==> config.mk <==
export PLATFORM = sky130hd
export DESIGN_NAME = nps_ram
export DESIGN_NICKNAME = d
export VERILOG_FILES = /design/src/rtl/nps_ram.sv
export SDC_FILE = /design/constraint.sdc
export NUM_CORES = 1
export LEC_CHECK = 0
export BUFFER_PORTS_ARGS = -buffer_cell sky130_fd_sc_hd__buf_2
export CORE_MARGIN = 2
export CORE_UTILIZATION = 55
export DETAILED_ROUTE_END_ITERATION = 10
export PLACE_DENSITY = 0.77
export SYNTH_ARGS = -nofsm -noshare
export SYNTH_HDL_FRONTEND = slang
export SYNTH_SLANG_ARGS = --single-unit
==> constraint.sdc <==
create_clock -name clk_i -period 5.2 [get_ports clk_i]
set_input_delay 0.52 -clock clk_i [delete_from_list [all_inputs] [get_ports clk_i]]
set_output_delay 0.52 -clock clk_i [all_outputs]
set_load 0.02 [all_outputs]
==> src/rtl/nps_ram.sv <==
// generic simple dual port ram with registered read
module nps_ram #(
  parameter int WIDTH = 8,
  parameter int DEPTH = 16
) (
  input  logic                     clk_i,
  input  logic                     we_i,
  input  logic [$clog2(DEPTH)-1:0] waddr_i,
  input  logic [WIDTH-1:0]         wdata_i,
  input  logic [$clog2(DEPTH)-1:0] raddr_i,
  output logic [WIDTH-1:0]         rdata_o
);

  logic [WIDTH-1:0] mem_q [DEPTH];
  logic [WIDTH-1:0] rdata_q;

  // write port and registered read port
  always_ff @(posedge clk_i) begin
    if (we_i) begin
      mem_q[waddr_i] <= wdata_i;
    end
    rdata_q <= mem_q[raddr_i];
  end

  assign rdata_o = rdata_q;

endmodule

==> flow_summary.json <==
{
  "vias_per_cell": 6.07,
  "crit_fanout": 32,
  "synth_most_common_cell": "edfxtp_1",
  "die_width_um": 101,
  "cts-hold-fix-buffers": 0,
  "fmax_mhz": 499,
  "ios": 26,
  "hold_viol": 0,
  "cts_tree": "yes",
  "grt_start_max_net_pins": 33,
  "report.final.setup_viol": 0,
  "path_class": "in -> reg",
  "synth_top_area_share_pct": 74.7,
  "clk_pin_slew_worst_paths_ns": 0.06,
  "synthToLayoutAreaGrowth_pct": 16.5,
  "ys_seq_elements": 136,
  "fin_area_um2": 5990,
  "synth_area_um2": 5150,
  "dieHeight_um": 101,
  "gp_congestion": 0.734,
  "power.density_nw_per_um2": 437,
  "hpwl_mm": 5.41,
  "drc": 0,
  "firstDrtPassIters": 4,
  "grt_pass1_wl_mm": 14.3,
  "cts-root-buf": "clkbuf_8",
  "cp-start-kind": "input port",
  "synth_edf_count": 128,
  "final_net_count": 285,
  "max_stage_delay_ns": 0.78,
  "ys_warn_count": 0,
  "antenna_cells": 0,
  "ys_types": 19,
  "tns_ns": 0,
  "overflow": 0,
  "syn_inst": 229,
  "numCtsBuffers": 17,
  "slew_headroom_pct": 30.2,
  "rows": 35,
  "start_util_pct": 56.2,
  "wire_per_inst_um": 24.3,
  "synth_ff_type": "edfxtp_1",
  "stdcell_count": 391,
  "totalWireLength_mm": 9.51,
  "htree_levels": 4,
  "antenna_found_initial": 0,
  "hold_depth": 1,
  "cp-startpoint": "raddr_i[0]",
  "ir_worst_vdd_mv": 0.241,
  "skew_ns": 0.00792,
  "cts_sinks": 136,
  "hold_end": "mem_q[10][5]$_DFFE_PP_",
  "post_cts_buffers": 0,
  "drive_gt1_share_pct": 28.2,
  "crit_required_ns": 5.60,
  "cap_violations": 0,
  "worstMarginPinSlew_ns": 1.05,
  "syn_nets": 247,
  "end_kind": "flip-flop",
  "min_period_ns": 2.01,
  "max-clock-path-buffers": 2,
  "maxSlewViolCount": 0,
  "r2r_setup_slack_ns": 3.74,
  "die_area_um2": 10100,
  "synth_common_cells": "edfxtp_1, mux4_2, a22oi_1",
  "crit_buf_inv": 1,
  "insertion_delay_ns": 0.52,
  "r2r-end": "rdata_o[0]$_DFF_P_",
  "worst_ep_arrival_time_ns": 2.40,
  "postCtsResizedCells": 0,
  "post-route-util_pct": 65.5,
  "path_cells": "buf_2, mux4_1, a22oi_1, nand2_1",
  "place_area_um2": 5350,
  "synth_top_area_cell": "edfxtp_1",
  "slowest_stage": "buf_2",
  "path_delay_family": "buffers and inverters",
  "avgSynthCellArea_um2": 22.5,
  "synthArstFlopShare_pct": 0,
  "p_leak_uw": 0.00202,
  "rsz0062_at_grt": "false",
  "r2r_start": "mem_q[5][0]$_DFFE_PP_",
  "placed_cells": 358,
  "port_buffers": 25,
  "synth_seq_area_share_pct": 77.8,
  "ff2ff_path_depth": 3,
  "hp-class": "in -> reg",
  "grt.total_usage_pct": 20.7,
  "finalCritPeriodShare_pct": 38.6,
  "grt_pass1_vias": 2394,
  "vias": 2372,
  "coreArea_um2": 9150,
  "first_iter_violations": 206,
  "synth_area_leaders": "edfxtp_1, mux4_2, mux4_1",
  "ant_nets": 0,
  "min_from": "wdata_i[5]",
  "outcome": "completed"
}
worst max path at each step:
| stage | endpoint | slack [ns] | depth (start not counted) |
|---|---|---|---|
| after floorplan | mem_q[0][0]$_DFFE_PP_ | 3.19 | 2 |
| final | rdata_o[0]$_DFF_P_ | 3.19 | 4 |
| after global placement | mem_q[0][2]$_DFFE_PP_ | 2.63 | 3 |
| after detailed placement | mem_q[0][2]$_DFFE_PP_ | 2.59 | 3 |
| after CTS | mem_q[0][3]$_DFFE_PP_ | 3.14 | 3 |
| after global routing | rdata_o[1]$_DFF_P_ | 3.11 | 4 |
registers in the layout, summed over array words and instances, names as in the netlist:
name,count
mem_q,128
rdata_o,8
cell type report:
cell class | count | area (um^2)
Clock buffer | 18 | 418
Clock inverter | 14 | 221
Fill cell | 548 | 3160
Multi-Input combinational cell | 83 | 1060
Sequential cell | 136 | 4000
Tap cell | 111 | 139
Timing Repair Buffer | 29 | 155
metal layers:
layer / GRT usage (%) / vias up / part of all wire, %
li1: - / 1052 / -
met1: 29.6 / 1228 / 44
met2: 30.5 / 81 / 49
met3: 6.24 / 11 / 6.2
met4: 7.90 / 0 / 1.6
met5: 0 / - / 0
report_power, final:
part	switching (uW)	internal, uW
clock network	440	830
registers	8.49	1230
logic	68.4	44.2
total	517	2100
kinds of logic after synthesis:
logic type             count (synthesis)  synth area share (%)
AND/OR/NAND/NOR                       35                  3.18
multiplexers                          32                  15.0
buffers and inverters                 10                  1.68
AO/OA/AOI/OAI                         16                  2.33
flip-flops                           136                  77.8
per-stage QoR:
| step | hold slack, ns | power [uW] | setup slack, ns |
|---|---|---|---|
| finish | 0.376 | 2620 | 3.19 |
| global route | 0.373 | 2690 | 3.11 |
| global placement | 0.646 | 1370 | 2.63 |
| detailed placement | 0.654 | 1370 | 2.59 |
| floorplan | 0.619 | 1320 | 3.19 |
| CTS | 0.364 | 2630 | 3.14 |
worst register-to-register path, stage by stage (launching register included):
cell and delay (ns):
edfxtp_1 0.39, mux4_1 0.57, a22oi_1 0.30, nand2_1 0.09
layout by cell type, fill, tap and decap left out, types with 3 or more instances in the layout:
cell type,n
edfxtp_1,128
nand2_1,9
bufinv_16,5
a22oi_1,16
nor2_1,13
nor3_1,4
clkinvlp_4,3
mux4_1,14
buf_4,3
mux4_2,18
clkinv_4,3
dfxtp_1,8
clkbuf_16,16
buf_2,25
(Power assumes the default switching activity.)
